**config.mk**
```make
export PLATFORM = sky130hd
export DESIGN_NAME = ordered_store_delete_min
export DESIGN_NICKNAME = d
export VERILOG_FILES = /design/src/hw/rtl/osdm_pkg.sv /design/src/hw/rtl/osdm_cell.sv /design/src/hw/rtl/ordered_store_delete_min.sv
export SDC_FILE = /design/constraint.sdc
export NUM_CORES = 2
export LEC_CHECK = 0
export BUFFER_PORTS_ARGS = -buffer_cell sky130_fd_sc_hd__buf_2
export CAP_MARGIN = 20
export CELL_PAD_IN_SITES_DETAIL_PLACEMENT = 1
export CELL_PAD_IN_SITES_GLOBAL_PLACEMENT = 1
export CORE_MARGIN = 4
export CORE_UTILIZATION = 33
export CTS_CLUSTER_DIAMETER = 40
export CTS_CLUSTER_SIZE = 8
export DETAILED_ROUTE_END_ITERATION = 10
export PLACE_DENSITY_LB_ADDON = 0.1
export SLEW_MARGIN = 5
export SYNTH_ARGS = -nofsm -noshare
export SYNTH_HDL_FRONTEND = slang
export SYNTH_SLANG_ARGS = --single-unit
export TNS_END_PERCENT = 50
```
**constraint.sdc**
```tcl
create_clock -name clk -period 11.5 [get_ports clk]
set_clock_uncertainty 0.15 [all_clocks]
set_input_delay 2.3 -clock clk [delete_from_list [all_inputs] [get_ports clk]]
set_output_delay 2.3 -clock clk [all_outputs]
set_load 0.02 [all_outputs]
```
**src/hw/rtl/osdm_pkg.sv**
```systemverilog
// Shared constants, codes and types for the ordered store with delete-minimum.
// Used by osdm_cell and ordered_store_delete_min.
`timescale 1ns / 1ps
`default_nettype none

package osdm_pkg;

  localparam int STORE_DEPTH = 16;
  localparam int DATA_W      = 32;
  localparam int COUNT_W     = $clog2(STORE_DEPTH + 1);
  localparam int STEP_W      = $clog2(STORE_DEPTH);

  localparam logic [1:0] OP_ADD     = 2'd0;
  localparam logic [1:0] OP_DELETE  = 2'd1;
  localparam logic [1:0] OP_DISPLAY = 2'd2;

  localparam logic [1:0] ST_OK    = 2'd0;
  localparam logic [1:0] ST_EMPTY = 2'd1;
  localparam logic [1:0] ST_FULL  = 2'd2;

  localparam logic [2:0] CELL_HOLD    = 3'd0;
  localparam logic [2:0] CELL_APPEND  = 3'd1;
  localparam logic [2:0] CELL_ROTATE  = 3'd2;
  localparam logic [2:0] CELL_MARK    = 3'd3;
  localparam logic [2:0] CELL_COMPACT = 3'd4;

  typedef struct packed {
    logic                     valid;
    logic signed [DATA_W-1:0] val;
    logic [COUNT_W-1:0]       cnt;
  } run_t;

  typedef struct packed {
    logic [2:0]               op;
    logic signed [DATA_W-1:0] din;
    logic signed [DATA_W-1:0] min;
  } cell_ctrl_t;

endpackage

`default_nettype wire

```
**src/hw/rtl/osdm_cell.sv**
```systemverilog
// One storage cell of the ordered store: an entry, its valid bit, and one
// stage of the running minimum/tally chain. Depends on osdm_pkg.
`timescale 1ns / 1ps
`default_nettype none

module osdm_cell import osdm_pkg::*; (
  input  logic                     clk,
  input  logic                     rst,
  input  cell_ctrl_t               ctrl,
  input  logic                     left_valid,
  input  logic                     hole_in,
  input  logic signed [DATA_W-1:0] right_value,
  input  logic                     right_valid,
  input  run_t                     run_in,
  output logic signed [DATA_W-1:0] value,
  output logic                     valid,
  output logic                     hole_out,
  output run_t                     run_out
);

  logic take_right;

  assign hole_out   = hole_in | ~valid;
  assign take_right = (ctrl.op == CELL_ROTATE) || ((ctrl.op == CELL_COMPACT) && hole_out);

  always_ff @(posedge clk) begin
    if (rst) begin
      valid <= 1'b0;
    end else begin
      case (ctrl.op)
        CELL_APPEND: begin
          if (!valid && left_valid) valid <= 1'b1;
        end
        CELL_ROTATE: valid <= right_valid;
        CELL_MARK: begin
          if (valid && (value == ctrl.min)) valid <= 1'b0;
        end
        CELL_COMPACT: begin
          if (hole_out) valid <= right_valid;
        end
        default: valid <= valid;
      endcase
    end
  end

  always_ff @(posedge clk) begin
    if (ctrl.op == CELL_APPEND && !valid && left_valid) begin
      value <= ctrl.din;
    end else if (take_right) begin
      value <= right_value;
    end
  end

  // min and count of entries equal to it, carried one cell per cycle
  always_ff @(posedge clk) begin
    if (!valid) begin
      run_out <= run_in;
    end else if (!run_in.valid || (value < run_in.val)) begin
      run_out <= '{valid: 1'b1, val: value, cnt: COUNT_W'(1)};
    end else if (value == run_in.val) begin
      run_out <= '{valid: 1'b1, val: run_in.val, cnt: run_in.cnt + COUNT_W'(1)};
    end else begin
      run_out <= run_in;
    end
  end

endmodule

`default_nettype wire

```
**src/hw/rtl/ordered_store_delete_min.sv**
```systemverilog
// Top level of the ordered store: controller plus a row of osdm_cell.
// Depends on osdm_pkg and osdm_cell.
`timescale 1ns / 1ps
`default_nettype none
//
// Usage: an item (operation, value) is taken on a rising edge with start high
// and busy low. Each result shows for one cycle with done high, together with
// status, data, removed_count and last; the receiver cannot stall it.
// Add: its result appears the cycle after the item is taken, and a new item
// may follow at once.
// Delete of a nonempty store: busy while the minimum and its tally ripple
// through the cell row (S_SCAN), the matches are marked (S_MARK), and the
// survivors shift left (S_PACK).
// Display of a nonempty store: the row rotates once around (S_SHOW); entries
// come out in order from the first, and the final one has last.
// Delete or display of an empty store: one result the next cycle.
// Unused operation codes are dropped with no result.
// Reset (rst, synchronous) empties the store and returns to idle.

module ordered_store_delete_min import osdm_pkg::*; (
  input  logic                      clk,
  input  logic                      rst,
  input  logic                      start,
  output logic                      busy,
  input  logic [1:0]                operation,
  input  logic signed [DATA_W-1:0]  value,
  output logic                      done,
  output logic [1:0]                status,
  output logic signed [DATA_W-1:0]  data,
  output logic [COUNT_W-1:0]        removed_count,
  output logic                      last
);

  localparam logic [2:0] S_IDLE = 3'd0;
  localparam logic [2:0] S_SCAN = 3'd1;
  localparam logic [2:0] S_MARK = 3'd2;
  localparam logic [2:0] S_PACK = 3'd3;
  localparam logic [2:0] S_SHOW = 3'd4;

  localparam logic [STEP_W-1:0] STEP_END = STEP_W'(STORE_DEPTH - 1);

  logic [2:0]          state;
  logic [STEP_W-1:0]   step;
  logic [COUNT_W-1:0]  entry_count;
  logic                accept;
  cell_ctrl_t          ctrl;

  logic signed [DATA_W-1:0] cell_value [STORE_DEPTH];
  logic [STORE_DEPTH-1:0]   cell_valid;
  logic [STORE_DEPTH-1:0]   cell_hole;
  logic [STORE_DEPTH-1:0]   prev_valid;
  logic [STORE_DEPTH-1:0]   hole_chain;
  logic signed [DATA_W-1:0] right_value [STORE_DEPTH];
  logic [STORE_DEPTH-1:0]   right_valid;
  run_t                     run_in  [STORE_DEPTH];
  run_t                     run_out [STORE_DEPTH];
  run_t                     tail_run;

  assign busy     = (state != S_IDLE);
  assign accept   = start && !busy;
  assign tail_run = run_out[STORE_DEPTH-1];

  always_comb begin
    ctrl.op  = CELL_HOLD;
    ctrl.din = value;
    ctrl.min = tail_run.val;
    case (state)
      S_IDLE: begin
        if (accept && (operation == OP_ADD) && (entry_count != COUNT_W'(STORE_DEPTH)))
          ctrl.op = CELL_APPEND;
      end
      S_MARK: ctrl.op = CELL_MARK;
      S_PACK: ctrl.op = CELL_COMPACT;
      S_SHOW: ctrl.op = CELL_ROTATE;
      default: ctrl.op = CELL_HOLD;
    endcase
  end

  genvar gi;
  generate
    for (gi = 0; gi < STORE_DEPTH; gi++) begin : g_cell
      if (gi == 0) begin : g_head
        assign prev_valid[gi] = 1'b1;
        assign hole_chain[gi] = 1'b0;
        assign run_in[gi]     = '{valid: 1'b0, val: '0, cnt: '0};
      end else begin : g_body
        assign prev_valid[gi] = cell_valid[gi-1];
        assign hole_chain[gi] = cell_hole[gi-1];
        assign run_in[gi]     = run_out[gi-1];
      end
      if (gi == STORE_DEPTH - 1) begin : g_tail
        assign right_value[gi] = cell_value[0];
        assign right_valid[gi] = (ctrl.op == CELL_ROTATE) ? cell_valid[0] : 1'b0;
      end else begin : g_inner
        assign right_value[gi] = cell_value[gi+1];
        assign right_valid[gi] = cell_valid[gi+1];
      end

      osdm_cell u_cell (
        .clk         (clk),
        .rst         (rst),
        .ctrl        (ctrl),
        .left_valid  (prev_valid[gi]),
        .hole_in     (hole_chain[gi]),
        .right_value (right_value[gi]),
        .right_valid (right_valid[gi]),
        .run_in      (run_in[gi]),
        .value       (cell_value[gi]),
        .valid       (cell_valid[gi]),
        .hole_out    (cell_hole[gi]),
        .run_out     (run_out[gi])
      );
    end
  endgenerate

  always_ff @(posedge clk) begin
    if (rst) begin
      state       <= S_IDLE;
      step        <= '0;
      entry_count <= '0;
      done        <= 1'b0;
    end else begin
      done <= 1'b0;
      case (state)
        S_IDLE: begin
          if (accept) begin
            case (operation)
              OP_ADD: begin
                done          <= 1'b1;
                data          <= '0;
                removed_count <= '0;
                last          <= 1'b1;
                if (entry_count == COUNT_W'(STORE_DEPTH)) begin
                  status <= ST_FULL;
                end else begin
                  status      <= ST_OK;
                  entry_count <= entry_count + COUNT_W'(1);
                end
              end
              OP_DELETE, OP_DISPLAY: begin
                if (entry_count == '0) begin
                  done          <= 1'b1;
                  status        <= ST_EMPTY;
                  data          <= '0;
                  removed_count <= '0;
                  last          <= 1'b1;
                end else begin
                  step  <= '0;
                  state <= (operation == OP_DELETE) ? S_SCAN : S_SHOW;
                end
              end
              default: state <= S_IDLE;
            endcase
          end
        end
        S_SCAN: begin
          step <= step + STEP_W'(1);
          if (step == STEP_END) state <= S_MARK;
        end
        S_MARK: begin
          data          <= tail_run.val;
          removed_count <= tail_run.cnt;
          entry_count   <= entry_count - tail_run.cnt;
          step          <= '0;
          state         <= S_PACK;
        end
        S_PACK: begin
          step <= step + STEP_W'(1);
          if (step == STEP_END) begin
            done   <= 1'b1;
            status <= ST_OK;
            last   <= 1'b1;
            state  <= S_IDLE;
          end
        end
        S_SHOW: begin
          if (COUNT_W'(step) < entry_count) begin
            done          <= 1'b1;
            status        <= ST_OK;
            data          <= cell_value[0];
            removed_count <= '0;
            last          <= ((COUNT_W'(step) + COUNT_W'(1)) == entry_count);
          end
          step <= step + STEP_W'(1);
          if (step == STEP_END) state <= S_IDLE;
        end
        default: state <= S_IDLE;
      endcase
    end
  end

`ifndef NO_ASSERTIONS
  a_prefix_valid: assert property (@(posedge clk) disable iff (rst)
    (state == S_IDLE) |-> ($countones(cell_valid) == int'(entry_count)))
    else $error("valid bits do not match entry count");

  a_count_range: assert property (@(posedge clk) disable iff (rst)
    entry_count <= COUNT_W'(STORE_DEPTH))
    else $error("entry count above depth");

  a_scan_nonempty: assert property (@(posedge clk) disable iff (rst)
    (state == S_SCAN) |-> (entry_count != '0))
    else $error("delete scan on empty store");

  a_add_grows: assert property (@(posedge clk) disable iff (rst)
    (accept && (operation == OP_ADD) && (entry_count != COUNT_W'(STORE_DEPTH)))
    |=> (entry_count == $past(entry_count) + COUNT_W'(1)))
    else $error("add did not grow the store");
`endif

endmodule

`default_nettype wire
```
# --- After elaboration in Yosys (flattened, before gate mapping) ---
# Index checks and enable logic that the tools add are counted.
word_totals:
  mem_bits_ro: 0
  latch_bits: 0
  in_bits: 37
  memories: 0
  regBits: 1188
  mem_bits_rw: 0
  wordCells: 639
classes:
  order_cmp: 16
  n_eq_ne: 104
  mul: 0
  mux: 188
  n_reduce_logical: 193
  bitwise: 32
  shifts: 0
  div_mod_pow: 0
  addsub: 19
op_table:
  columns: ["operator", "count"]
  rows:
  - ["2-to-1 mux 38 bit", 43]
  - ["2-to-1 mux 32 bit", 35]
  - ["== test 32 bit", 31]
  - ["< comparator 32 bit", 15]
  - ["!= test 2 x 1 -> 1 bit, second input constant", 48]
  - ["one-hot mux 32 bit (3 select lines)", 1]
  - ["logical AND 1 bit", 81]
  - ["adder 5 x 1 -> 5 bit, second input constant", 16]
  - ["2-to-1 mux 37 bit", 2]
  - ["AND reduction 4 bit", 17]
  - ["one-hot mux 1 bit (4 select lines)", 16]
  - ["one-hot mux 32 bit (2 select lines)", 1]
  - ["2-to-1 mux 1 bit", 57]
  - ["2-to-1 mux 5 bit", 7]
  - ["nonzero test 2 bit", 17]
  - ["logical NOT 1 bit", 32]
  - ["logical OR 1 bit", 31]
  - ["one-hot mux 3 bit (4 select lines)", 2]
  - ["one-hot mux 5 bit (2 select lines)", 2]
  - ["NOT 1 bit", 17]
  - ["!= test 2 bit, second input constant", 8]
  - ["2-to-1 mux 3 bit", 5]
  - ["OR 1 bit", 15]
  - ["one-hot mux 5 bit (3 select lines)", 1]
  - ["34 further kinds", 52]

# --- Logic depth before layout (Yosys ltp) ---
depth:
  word_depth: 20
  ltp_mapped: 13
  mapped_depth_nobuf: 11

# --- Modules after synthesis ---
# A second synthesis with hierarchy kept.
hier_totals:
  hier_cells: 5603
  area_unflattened_um2: 67362.1
modules_own_cells:
  columns: ["mod", "n_inst", "area_per_inst_um2", "cells_each"]
  rows:
  - ["osdm_cell (g_cell[0].u_cell ...)", 12, 4043.9, 336]
  - ["osdm_cell (g_cell[6].u_cell ...)", 3, 4020.1, 336]
  - ["osdm_cell (g_cell[9].u_cell)", 1, 4047.6, 333]
  - ["ordered_store_delete_min", 1, 2727.6, 230]

# --- Worst setup path after synthesis ---
# OpenSTA, ideal clock, no wires.
synth_timing:
  path_type: "input to register"
  from: "input port operation[0]"
  to: "register g_cell[2].u_cell.value[0] (enable)"
  setup_time_ps: 466
  stages: 7
  arrival_time_ps: 5601
  path_slack_ps: 5284
  required_time_ps: 10884
  path_cell_list: "inv_1 > ha_1 > and4_1 > buf_2 > clkbuf_1 > a21oi_1 > o21ai_0"
synth_between:
  elab_chain_len: 9
synth_lines:
  columns: ["item", "line_no", "text"]
  rows:
  - ["start, declared", "ordered_store_delete_min.sv:25", "input logic [1:0] operation,"]
  - ["logical NOT 2 bit *", "ordered_store_delete_min.sv:69", "if (accept && (operation == OP_ADD) && (entry_count != COUNT_W'(STORE_DEPTH)))"]
  - ["logical AND 1 bit * (2 in series)", "ordered_store_delete_min.sv:69", null]
  - ["2-to-1 mux 1 bit *", "ordered_store_delete_min.sv:69", null]
  - ["one-hot mux 3 bit (4 select lines) *", "ordered_store_delete_min.sv:67", "case (state)"]
  - ["== test 3 x 1 -> 1 bit or == test 3 bit (tied branches)", "osdm_cell.sv:47, osdm_cell.sv:24", null]
  - ["logical AND 1 bit (on tied branches)", "osdm_cell.sv:47, osdm_cell.sv:24", null]
  - ["logical AND 1 bit or logical OR 1 bit (tied branches)", "osdm_cell.sv:47, osdm_cell.sv:24", null]
  - ["nonzero test 2 bit (no source line) *", null, null]
  - ["end signal, assigned", "osdm_cell.sv:48", "value <= ctrl.din;"]
  - ["end signal, assigned", "osdm_cell.sv:50", "value <= right_value;"]
  - ["end, declared", "osdm_cell.sv:15", "output logic signed [DATA_W-1:0] value,"]
# Mark *: on every way between the ends. The rest lies on a longest branch, timed or not.
# A chain may end at the register's enable or synchronous reset.

# --- Worst setup path in the final report ---
layout_timing:
  from: "register state[0]"
  to: "output port busy"
layout_between:
  elab_chain_len: 1
layout_lines:
  columns: ["item", "line_no", "text"]
  rows:
  - ["start, declared", "ordered_store_delete_min.sv:42", "logic [2:0] state;"]
  - ["start signal, assigned", "ordered_store_delete_min.sv:149", "state <= (operation == OP_DELETE) ? S_SCAN : S_SHOW;"]
  - ["nonzero test 3 bit", "ordered_store_delete_min.sv:59", "assign busy = (state != S_IDLE);"]
  - ["end, declared", "ordered_store_delete_min.sv:24", "output logic busy,"]
# No other way between the ends.

==> results by stage <==
Outcome:
- The flow ran to the end, and the final reports show no timing, DRC or antenna violations.

GRT:
- Entering global routing, the biggest net connects 66 pins.
- The initial antenna violation count came to 23.
- The number of global-route vias before repair is 46500.
- For this run, global-route usage on met3 was measured as 0.0441.
- The layer with the highest usage is met2.
- The total global routing track utilization is 0.267.
- For this run, global-route usage on met2 was measured as 0.437.
- After global routing the overflow that remains totals 0.
- In the global route stage, met1 resource usage came out at 0.364.
- The first-pass GRT wire length is 374 mm.

Yosys:
- The area of the mapped netlist is 0.0630 mm².
- Counting flops with a built-in enable in the synthesized netlist gives 552.
- In the post-synthesis netlist, the biggest area contributors are edfxtp_1, dfxtp_1, mux2_2.
- Synthesis produced a netlist with a net count of 6069.
- Of the synthesized area, sequential elements account for 0.462.
- The count of state elements after synthesis is about 1200.
- The synthesized netlist cell count is 5523.
- The netlist uses 75 different library cells.
- For this run, the number of Yosys warnings is 0.
- A synthesized cell averages 11.4 µm².
- The fraction of synthesized cell area taken by the top area cell type is 0.263.
- The share of synthesized registers carrying an async set or reset is 0.
- The dominant register cell in the synthesized netlist is dfxtp_1.
- The synthesized design spends more area on one cell type than any other, namely edfxtp_1.

Final layout:
- The area growth from synthesis to layout is 18.5%.
- The filler cell count in the final layout is between 20000 and 25000.
- The sequential cell area is between 0.02 and 0.03 mm².
- The final non-filler cell total is 8411.
- The number of nets in the layout is 6233.
- The area occupied by multi-input gates is 0.0310 mm².
- The fraction of final layout cells sized beyond drive strength 1 is 0.269.

Clock network:
- For the worst-skew pair, the clock arrives at the later sink with an insertion delay of 860 ps.
- The count of clock tree sinks is roughly 1200.
- The number of buffers added by the clock tree synthesis step is 233.
- The maximum count of clock buffers along a single path is 3.
- The number of hold buffers added after CTS was 0.
- The CTS tree is yes.
- The total of cells resized after clock tree synthesis is 0.
- Clock tree synthesis selected as its root buffer the cell clkbuf_16.
- After clock tree synthesis, the clock-pin slew on the worst setup and hold paths is 50 ps.
- The setup fix buffers added after clock tree synthesis is 0.
- The clock tree synthesis step divided the H-tree into 4 levels.

STA:
- The hold violation count in the final report is 0.
- Hold is met by 289 ps.
- Subtracting the final worst setup slack from the clock period gives 4950 ps.
- Setup repair after global routing left no endpoint under its margin.
- For this run, the top clock speed supported by timing is between 200 and 250 MHz.
- Setup violations remaining at the end of the flow were counted as 0.
- Setup slack closes at 6550 ps.
- Headroom to the max-slew limit came out at 0.205.
- The number of slew-limit violations in the final report came to 0.
- The ratio of final minimum period to clock period is 0.430.
- For the pin with the worst max-slew slack, the measured transition is about 1200 ps.
- Setup total negative slack on the finished layout was measured at 0 ps.

Detailed routing:
- In this run, the number of DRC markers left after iteration 0 of detailed routing was 3914.
- Before antenna repair, the detailed router went through 6 iterations.
- The number of remaining DRC errors is 0.
- After detailed routing, the average wire length per cell comes to 32.0 µm.
- The average via count per standard cell is 5.39.
- The antenna violation net count after detailed routing is 0.
- The total wire length is ~270 mm.
- The detailed router placed 45300 vias in this run.

Floorplan:
- The number of placement rows is 160.
- The count of boundary I/O pins is 79.
- The region available for standard cell placement spans 0.190 mm².
- The floorplan step defined a die boundary enclosing 0.198 mm².
- Measured along the x axis, the die boundary spans 445 µm.
- The starting utilization of the core area is 0.331.
- The height of the die is 445 µm.

Setup path:
- The kind of cell with the highest combined delay on the critical path is simple AND/OR/NAND/NOR gates.
- The capture point of the worst reg-to-reg path is g_cell[2].u_cell.run_out[31].
- The startpoint of the worst register-to-register path is g_cell[2].u_cell.value[11].
- The number of logic stages on the critical path including buffering is 4.
- The endpoint type of the worst setup path is a primary output.
- The category of the most critical setup path is flop to primary output.
- Along the worst path, the maximum fanout reaches 10.
- Data on the critical path is required at its endpoint by 9050 ps.
- The startpoint kind of the worst setup timing path is a flop.
- The number of buffers and inverters on the critical path is 2.
- The highest-delay cell along the critical path is dfxtp_1.
- STA puts the critical path data arrival time at 2500 ps.
- Counting cells, the worst reg-to-reg path comes to 10.
- The setup check on the worst reg-to-reg path leaves a slack of 7060 ps.
- For this run, the slowest stage of the critical path takes 540 ps.
- Walking the worst path, the cells encountered are or2_2 -> nor2_1 -> inv_1 -> buf_2.

Worst hold path:
- The worst hold path belongs to the class flop to flop.
- The count of cells along the worst hold path is 1.
- The worst hold endpoint is g_cell[10].u_cell.run_out[37].
- The start point of the worst hold path is g_cell[9].u_cell.run_out[37].

Power and ir drop:
- The static power due to leakage is ~0.029 µW.
- IR analysis of the VDD net gives a maximum drop of 0.000150 V.
- In this run the power density over the cells is ~250 mW/mm².
- The overall power is 18600 µW.

Placed design:
- Routability-driven placement finished with a final weighted congestion of 0.851.
- The half-perimeter wire length after detailed placement is between 150 and 200 mm.
- The setup slack at placement is 6020 ps.
- The number of placed instances, taps included is 7961.
- The number of port buffers is 78.

Flow run:
- The number of max-cap violations is 0.
## cells by family (layout without fill, tap and decap cells)
kind of cell               Yosys count  after routing  synth area share
buffers and inverters              772           1143            0.0484
DFF                               1177           1177             0.462
muxes                              958            958             0.171
and+or+nand+nor                    925            925            0.0772
AOI/OAI and AO/OA                  615            615            0.0613
other                                0              6                 0
adders and majority gates          509            509             0.101
xor gates and xnor gates           567            567            0.0789
## routing by layer
layer / vias to the layer above / routed length [µm]
li1: 20100 / -
met1: 23400 / 121000
met2: 1423 / 125000
met3: 411 / 15300
met4: 4 / 8140
met5: - / 21
## state kept, by name (all words and copies together), names as in the netlist, 2 cells and up
name,cells
removed_count,5
data,32
entry_count,5
g_cell.u_cell.run_out,596
state,3
g_cell.u_cell.valid,16
step,4
status,2
g_cell.u_cell.value,512
## area by class of cell
cell class | instances | share of cell area
sequential | 1177 | 0.390
timing repair buffer | 178 | 0.0160
clock inverter | 96 | 0.0168
multi-input combinational | 3574 | 0.416
inverter | 523 | 0.0263
antenna | 6 | 0.000201
clock buffer | 346 | 0.0924
tap | 2511 | 0.0421
## cells in the final DEF (no fill, tap or decap), types with 150 or more instances in the layout
| cell type | n |
|---|---|
| mux2_2 | 943 |
| edfxtp_1 | 552 |
| dfxtp_1 | 593 |
| nand2_1 | 194 |
| a21oi_1 | 205 |
| ha_1 | 508 |
| inv_1 | 522 |
| xnor2_1 | 373 |
| o21ai_0 | 150 |
| clkbuf_16 | 248 |
| xor2_1 | 194 |
| nand4_1 | 192 |
## where the power goes
part / total, µW / internal [µW] / switching (µW) / leakage, µW
clock: 7010 / 4640 / 2370 / 0.00396
combinational: 5200 / 2120 / 3080 / 0.0145
sequential: 6440 / 5300 / 1140 / 0.0102
## stage by stage
step / cell area (µm²) / util
2_1_floorplan: 63000 / -
3_3_place_gp: 66400 / 0.349
3_5_place_dp: 66400 / 0.350
4_1_cts: 74600 / 0.392
5_1_grt: 74600 / 0.393
6_report: 74600 / 0.393
## worst register-to-register path: stages (launching register included)
cell and delay, ps:
edfxtp_1 500, ha_1 360, nand4_1 310, inv_1 80
a221oi_1 620, o211ai_1 220, a21oi_1 220, xnor2_1 150
o21ai_2 810, buf_4 450, mux2_2 430
## synth_stat cells (all sizes together), types with 24 or more instances
| cell | count |
|---|---|
| a22o | 36 |
| mux2 | 947 |
| buf | 101 |
| and3 | 27 |
| edfxtp | 552 |
| dfxtp | 625 |
| a21oi | 207 |
| nand3 | 77 |
| nor2 | 149 |
| xnor2 | 373 |
| nor3 | 36 |
| nor2b | 33 |
| xor2 | 194 |
| o21ai | 159 |
| nor4 | 85 |
| ha | 508 |
| a21o | 79 |
| and2 | 50 |
| nand2 | 197 |
| a211oi | 24 |
| nand4 | 192 |
| clkbuf | 148 |
| inv | 522 |
## how the worst max path moves through the flow
stage	from	endpoint	slack, ps
4_1_cts	state[0]	busy	6520
3_3_place_gp	operation[0]	g_cell[14].u_cell.value[0]	6050
5_1_grt	state[0]	busy	6470
3_5_place_dp	operation[0]	g_cell[14].u_cell.value[3]	6020
6_report	state[0]	busy	6550
2_1_floorplan	operation[0]	g_cell[2].u_cell.value[0]	5280
(Power assumes the default switching activity.)
